`src/rtl/sparse_table_range_max_core_assert.svh`:
```
// Assertion macros shared by the range-maximum RTL.
// Each macro expects signals named clk and arst_n in the scope where it is used.
`ifndef SPARSE_TABLE_RANGE_MAX_CORE_ASSERT_SVH
`define SPARSE_TABLE_RANGE_MAX_CORE_ASSERT_SVH

// Checks a property on every rising clock edge outside reset.
`define STRMQ_AST(lbl, prop, msg) \
	lbl: assert property (@(posedge clk) disable iff (!arst_n) prop) else $error(msg);

// Checks that one condition implies another in the same cycle.
`define STRMQ_AST_IMP(lbl, ante, cons, msg) \
	`STRMQ_AST(lbl, (ante) |-> (cons), msg)

`endif

```
`src/rtl/strmq_cmp.sv`:
```
// Shared signed compare unit: holds the first operand read from the table and
// returns the larger of it and the current read data. It depends on nothing else.
`timescale 1ns / 1ps
`default_nettype none

module strmq_cmp #(
	parameter int DATA_WIDTH = 32
) (
	input  wire logic                         clk,
	input  wire logic                         load_a,
	input  wire logic signed [DATA_WIDTH-1:0] rd_data,
	output logic signed      [DATA_WIDTH-1:0] larger
);

	logic signed [DATA_WIDTH-1:0] a_q;

	always_ff @(posedge clk) begin
		if (load_a) begin
			a_q <= rd_data;
		end
	end

	assign larger = (rd_data > a_q) ? rd_data : a_q;

endmodule

`default_nettype wire

```
`config.mk`:
```
export PLATFORM = sky130hd
export DESIGN_NAME = strmq_cmp
export DESIGN_NICKNAME = d
export VERILOG_FILES = /design/src/rtl/sparse_table_range_max_core_assert.svh /design/src/rtl/strmq_cmp.sv
export SDC_FILE = /design/constraint.sdc
export NUM_CORES = 1
export LEC_CHECK = 0
export ABC_AREA = 1
export BUFFER_PORTS_ARGS = -buffer_cell sky130_fd_sc_hd__buf_2
export CAP_MARGIN = 30
export CORE_MARGIN = 2
export CORE_UTILIZATION = 35
export DETAILED_ROUTE_END_ITERATION = 10
export GPL_TIMING_DRIVEN = 0
export RECOVER_POWER = 25
export SETUP_SLACK_MARGIN = 0.4
export SYNTH_ARGS = -nofsm -noshare
export SYNTH_HDL_FRONTEND = slang
export SYNTH_SLANG_ARGS = --single-unit
```
`constraint.sdc`:
```
create_clock -name clk -period 2 [get_ports clk]
set_input_delay 0 -clock clk [delete_from_list [all_inputs] [get_ports clk]]
set_output_delay 0 -clock clk [all_outputs]
set_load 0.01 [all_outputs]
```
---- Word level (Yosys, flattened, before mapping) ----
Index checks and enable logic that the tools add are counted.
storage, ports and cells
  bits in registers ....................... 32
  bits of input ports ..................... 34
  output and inout bits ................... 32
  logic and storage cells ................. 3
operators by class
  order comparisons ....................... 1
  multiplexer cells ....................... 1
operators with widths
  kind                 number
  > comparator 32 bit  1
  2-to-1 mux 32 bit    1

---- Longest topological paths before layout ----
Gate-level depths: netlist of run 1.
  depth after elaboration ................. 2
  depth in mapped cells ................... 18
  mapped depth without buffers ............ 17

---- Least setup slack after synthesis of run 1 ----
Ideal clock, no wire load.
  kind .................................... reg2out
  from .................................... register a_q[31]
  to ...................................... output port larger[10]
  arrival ................................. 1.737 ns
  data required time ...................... 2.000 ns
  setup slack ............................. 0.263 ns
  cell stages (with the launch flop) ...... 13
  buffers on the path ..................... 1
  cell sequence ........................... edfxtp_1 inv_1 ha_1 nand2_1 nor2_2 nand2_1 inv_1 a21oi_1 nand2_1 nand2_2 buf_2 nand4_1 nand2_1
on the way
  cells in the longest elaborated chain, start to end .. 2
ends and longest elaborated chain
  element                   line             text
  start: declaration        strmq_cmp.sv:15  logic signed [DATA_WIDTH-1:0] a_q;
  start signal: assignment  strmq_cmp.sv:19  a_q <= rd_data;
  > comparator 32 bit       strmq_cmp.sv:23  assign larger = (rd_data > a_q) ? rd_data : a_q;
  2-to-1 mux 32 bit         strmq_cmp.sv:23
  end: declaration          strmq_cmp.sv:12  output logic signed [DATA_WIDTH-1:0] larger
Every way passes these cells.

---- Worst setup path after layout of run 1 ----
  from .................................... register a_q[17]
  to ...................................... output port larger[23]
The elaborated chain is that of the path after synthesis.

==> reports/metrics.yaml, run 1 <==
synth.net_count: 354
drtIter0Drc: 115
ys_seq_area_frac: 0.4029
reg.largest.list: "a_q: 32 flops"
whs_path_depth: 1
nNetsFinal: 472
cts_sinks: 32
initial_core_util: 0.3569
seqCellArea_um2: 960.9
required_ns: 2.00
cts_buffers: 5
num_vias: 2397
run_status: "complete, but fails checks"
ys.flop_type: "edfxtp_1"
largest_reg_flops: 32
ys_warn_count: 0
hold_path.class: "input port to register"
post-route-min-period_ns: 2.325
chipHeight_um: 86.55
place.gp.congestion: 0.7667
io_pins: 66
grt_pass1_wl_mm: 10.29
tns_ns: -9.515
std_cell_rows: 30
avgRoutedWirePerCell_um: 13.68
grtUsageTotal: 0.1719
synth.distinct_cells: 19
relSlewSlack: 0.4690
top_register: "a_q"
synthesis.area_um2: 2385
netlist.area_leader.share: 0.4029
n_antenna_cell: 0
violations: "negative setup slack"
multi_input_area_um2: 1630
synth_cells: 288
grt_max_degree: 33
final-hold-violation-count: 0
wirelength_mm: 6.660
grt_antenna_before_repair: 0
peakVddDrop_mv: 0.3568
crit_path_max_fanout: 10
clockRootBuffer: "clkbuf_8"
drv_slew: 0
cp-end-kind: "output pin"
cp.arrival_ns: 2.32
drc: 0
async_flop_share: 0
tightest_slew_ns: 0.7965
nFillCells: 620
overflow: 0
htreeDepth: 2
syn-mean-instance-area_um2: 8.281
total_power_mw: 2.513
worstSetupStartpointType: "register"
yosysMostFrequentCell: "nand2_1"
fmax_mhz: 430.2
synth.largest_area_cell: "edfxtp_1"
core_um2: 6681
synth_top_cells_by_area: "edfxtp_1, ha_1, nand2_1"
io_buffers: 65
dp_hpwl_mm: 4.073
rsz0062_at_grt: "true"
cts.reportedPaths.clkPinSlew_ns: 0.07
dieArea_um2: 7490
cts_tree: "done"
path_class: "register to output pin"
drt-pass1-iter-count: 4
post_dp_cell_area_um2: 2929
post-route-period-util: 1.162
p_leak_nw: 1.794
synth_edf_count: 32
drtAntennaViolNets: 0
finalSetupViolCount: 32
grt_pass1_vias: 2293
layout-drive-gt1-share: 0.4349
fp.dieW_um: 86.55
maxCapViolCount: 0
clock_path_buffers: 2
synth_common_cells: "nand2_1, inv_1, nand4_1"
ys_ff_latch: 32
syn_to_final_growth_pct: 61.75
setup_ws_ns: -0.3247
fin_area_um2: 3857
avgViaCountPerCell: 4.922
powerDensity_nw_per_um2: 651.6
==> cell type report <==
class / instances / share of cell area
Clock inverter: 1 / 0.0009731
Tap cell: 80 / 0.02595
Timing Repair Buffer: 111 / 0.2154
Multi-Input combinational cell: 203 / 0.4226
Sequential cell: 32 / 0.2491
Clock buffer: 7 / 0.01979
Buffer: 12 / 0.02627
Inverter: 41 / 0.03990
==> timing repair <==
item,4_1_cts,5_1_grt
endpoints found under the hold margin,32,1
endpoints found under the setup margin,32,32
pin swaps,3,8
hold buffers,31,1
buffers inserted,3,10
gates resized for setup,23,63
gates cloned,0,1
==> per-layer routing <==
layer  global-route usage  vias up  share of wire
met5                    0        -              0
met4              0.06960        0          0.016
met3              0.02286        9          0.036
met2               0.2846       42           0.50
met1               0.2269     1135           0.44
li1                     -     1211              -
==> cells by family (layout without fill, tap and decap cells) <==
kind of cell | after synthesis | after routing | synth area share
buffers and inverters | 53 | 172 | 0.09601
DFF | 32 | 32 | 0.4029
and+or+nand+nor | 152 | 152 | 0.2901
AOI/OAI and AO/OA | 19 | 19 | 0.04302
adders and majority gates | 32 | 32 | 0.1679
==> worst paths after layout <==
kind,start,end,slack (ns)
setup / recovery,a_q[17],larger[23],-0.32
hold / removal,load_a,a_q[18],0.35
==> through the flow <==
step                      worst slack (ns)    util  std cells  hold WS (ns)
after floorplan                     0.3299       -        288       0.09887
after global placement            -0.01699  0.4384        433        0.2087
after detailed placement          -0.06350  0.4384        433        0.2137
final                              -0.3247  0.5773        487        0.3482
after global routing               -0.5136  0.5773        487        0.3809
after CTS                          -0.2764  0.5150        475      -0.07872
==> where the power goes <==
part / leakage [nW] / internal (mW) / switching (mW)
clock network: 0.0399 / 0.243 / 0.255
logic: 1.44 / 0.567 / 0.619
registers: 0.313 / 0.799 / 0.0299
==> placed cells by master (no fill, tap or decap) <==
cell type / instances
nand2_2: 52
nand2_1: 45
buf_2: 37
nand4_1: 34
inv_1: 32
edfxtp_1: 32
dlygate4sd3_1: 32
clkbuf_1: 18
buf_4: 17
ha_4: 16
ha_1: 16
buf_6: 15
a21oi_1: 10
inv_2: 9
nand2_4: 6
clkbuf_8: 5
nor2_1: 4
nor2_2: 3
nor2_4: 3
a21oi_2: 3
clkbuf_2: 3
o21ai_1: 2
o21a_1: 2
nand3_4: 2
buf_8: 2
a21o_1: 1
nand3_1: 1
nand3_2: 1
nor3b_2: 1
a21oi_4: 1
clkinv_1: 1
clkbuf_16: 1
==> critical path: stages, from the launching register on <==
cell and delay [ns]:
edfxtp_1 0.44, inv_2 0.09, ha_4 0.20, nand2_1 0.07, nand2_1 0.05, nand2_1 0.05, nand2_1 0.06, nand2_1 0.07
nand2_2 0.07, a21oi_4 0.17, nand2_2 0.09, nand2_4 0.09, nand3_4 0.14, buf_6 0.19, nand2_1 0.08, nand2_2 0.05
buf_2 0.13
Power figures use the tool's default switching activity.
==> run 2: changes to the inputs <==
Settings changed: ABC_AREA 1 to not set.
==> run 2 against run 1 <==
Final area is 3.8% lower. The flow still finishes with violations (negative setup slack). Clock-buffer cell count shrank 1. Critical endpoint is now larger[25]. Routed wire length decreased by 20%.
==> reports/metrics.yaml, run 2 <==
synth_common_cells: "inv_1, edfxtp_1, ha_1"
overflow: 0  # unchanged
p_clk_frac: 0.201  # +0.003
min_from: "rd_data[2]"
peakVddDrop_mv: 0.3441  # -3.5%
final_util: 0.5776  # about the same
tns_ns: -33.87  # -24.36 ns
run_status: "complete, but fails checks"
relSlewSlack: 0.4604  # -0.008576
place.gp.congestion: 0.7164  # -6.6%
grt_max_degree: 33  # unchanged
whs_ns: 0.3292  # -0.01898 ns
tightest_slew_ns: 0.8094  # +0.01286 ns
syn-mean-instance-area_um2: 13.05  # +58%
post_dp_cell_area_um2: 2790  # -4.7%
clock_path_buffers: 2  # unchanged
maxCapViolCount: 0  # unchanged
synth.distinct_cells: 26  # +7
drc: 0  # unchanged
synth_cells: 180  # -38%
path_class: "register to output pin"
hold_path.class: "input port to output pin"
yosysMostFrequentCell: "inv_1"
nFillCells: 556  # -10%
power_frac_comb: 0.455  # -0.017
post-route-period-util: 1.552  # +0.3892
cts_buffers: 5  # unchanged
async_flop_share: 0  # unchanged
drt-pass1-iter-count: 4  # unchanged
synth_top_cells_by_area: "edfxtp_1, mux2_4, ha_1"
violations: "negative setup slack"
wirelength_mm: 5.353  # -20%
nNetsFinal: 370  # -22%
ys_seq_area_frac: 0.4089  # +0.006008
powerDensity_nw_per_um2: 646.2  # -0.83%
drtAntennaViolNets: 0  # unchanged
drv_slew: 0  # unchanged
swShare: 0.2834  # -0.07655
num_vias: 1785  # -26%
p_leak_nw: 1.768  # -1.5%
p_sw_uw: 679.3  # -25%
synthesis.area_um2: 2350  # -1.5%
dp_hpwl_mm: 3.314  # -19%
setup_ws_ns: -1.103  # -0.7784 ns
top_register: "a_q"
whs_path_depth: 3  # +2
cts.reportedPaths.clkPinSlew_ns: 0.07  # about the same
clockRootBuffer: "clkbuf_8"
grt_pass1_vias: 1847  # -19%
cp-end-kind: "output pin"
final_cell_mix: "buf_6, mux2_4, edfxtp_1, dlygate4sd3_1, inv_1"
grt_pass1_wl_mm: 8.735  # -15%
rsz0062_at_grt: "true"
ys_warn_count: 0  # unchanged
io_pins: 66  # unchanged
layout-drive-gt1-share: 0.4145  # -0.02042
final_common_cell: "buf_6"
seqCellArea_um2: 960.9  # unchanged
synth.net_count: 246  # -31%
internal_power_mw: 1.718  # +6.8%
core_um2: 6422  # -3.9%
cts_sinks: 32  # unchanged
synth.largest_area_cell: "edfxtp_1"
cp.arrival_ns: 3.10  # +0.78 ns
power_frac_seq: 0.344  # +0.014
synth_edf_count: 32  # unchanged
syn_to_final_growth_pct: 57.88
post-route-min-period_ns: 3.103  # +0.7784 ns
worstSetupStartpointType: "register"
std_cell_rows: 29  # -3.3%
ys.flop_type: "edfxtp_1"
fmax_mhz: 322.3  # -25%
grtUsageTotal: 0.1524  # -0.01957
netlist.area_leader.share: 0.4089  # +0.006008
htreeDepth: 2  # unchanged
reg.largest.list: "a_q: 32 flops"
finalSetupViolCount: 32  # unchanged
chipHeight_um: 85.94  # -0.70%
final-hold-violation-count: 0  # unchanged
largest_reg_flops: 32  # unchanged
initial_core_util: 0.3659  # +0.008939
drtIter0Drc: 34  # -70%
hold_path_end: "larger[2]"
crit_path_max_fanout: 5  # -5
avgRoutedWirePerCell_um: 14.05  # +2.7%
fp.dieW_um: 85.94  # -0.70%
cts_tree: "done"
ys_ff_latch: 32  # unchanged
n_antenna_cell: 0  # unchanged
multi_input_area_um2: 1299  # -20%
avgViaCountPerCell: 4.685  # -4.8%
place_ws_ns: -0.8755  # -0.8120 ns
required_ns: 2.00  # about the same
fin_area_um2: 3710  # -3.8%
grt_antenna_before_repair: 0  # unchanged
dieArea_um2: 7385  # -1.4%
io_buffers: 65  # unchanged
[run 2: layout make-up]
type                            count  share of cell area
Clock inverter                      1            0.001349
Buffer                              3             0.01619
Sequential cell                    32              0.2590
Timing Repair Buffer              117              0.2934
Clock buffer                        6             0.01956
Tap cell                           77             0.02597
Multi-Input combinational cell    111              0.3501
Inverter                           34             0.03440
[run 2: repair_timing]
action	CTS	global route
gates resized for setup	48	4
pin swaps	7	2
setup endpoints to repair	32	32
hold buffers	32	0
buffers inserted	12	5
endpoints found under the hold margin	32	0
cloned	3	0
[run 2: power groups by stage]
stage	Clock (mW)	Combinational [mW]	Sequential, mW
2_1_floorplan	0	0.497	0.832
6_report	0.481	1.09	0.825
3_5_place_dp	0	0.709	0.839
3_3_place_gp	0	0.705	0.837
4_1_cts	0.495	1.06	0.825
5_1_grt	0.526	1.18	0.832
[run 2: metrics by stage]
step           total power, mW  instances
5_1_grt                  2.535        381
4_1_cts                  2.384        376
2_1_floorplan            1.328        180
6_report                 2.397        381
3_3_place_gp             1.542        322
3_5_place_dp             1.548        322
[run 2: worst max path at each step]
stage,start,to,slack (ns)
2_1_floorplan,a_q[26],larger[10],-0.49
3_3_place_gp,a_q[25],larger[17],-0.83
3_5_place_dp,a_q[25],larger[15],-0.88
4_1_cts,a_q[30],larger[25],-1.07
5_1_grt,a_q[31],larger[30],-1.23
6_report,a_q[31],larger[25],-1.10
[run 2: cells by family after synthesis]
logic type	after synthesis	share of synthesized area
buf+inv	37	0.07987
mux	32	0.2013
fa+ha+maj	32	0.1704
flops	32	0.4089
simple gates	24	0.06336
compound gates	23	0.07615
[run 2: metal layers]
metal	part of all wire	up-vias	global-route usage
li1	-	904	-
met1	0.45	839	0.1918
met2	0.50	37	0.2586
met3	0.033	5	0.03369
met4	0.014	0	0.04906
met5	0	-	0
[run 2: critical path: stages (launching register included)]
cell and delay (ns):
edfxtp_1 0.37, inv_2 0.05, ha_4 0.28, nand4_4 0.13
nor4_4 0.33, nand4_2 0.17, or3_1 0.41, o2111ai_2 0.08
o221a_4 0.23, buf_12 0.12, buf_8 0.11, buf_12 0.12
mux2_4 0.30, buf_6 0.12
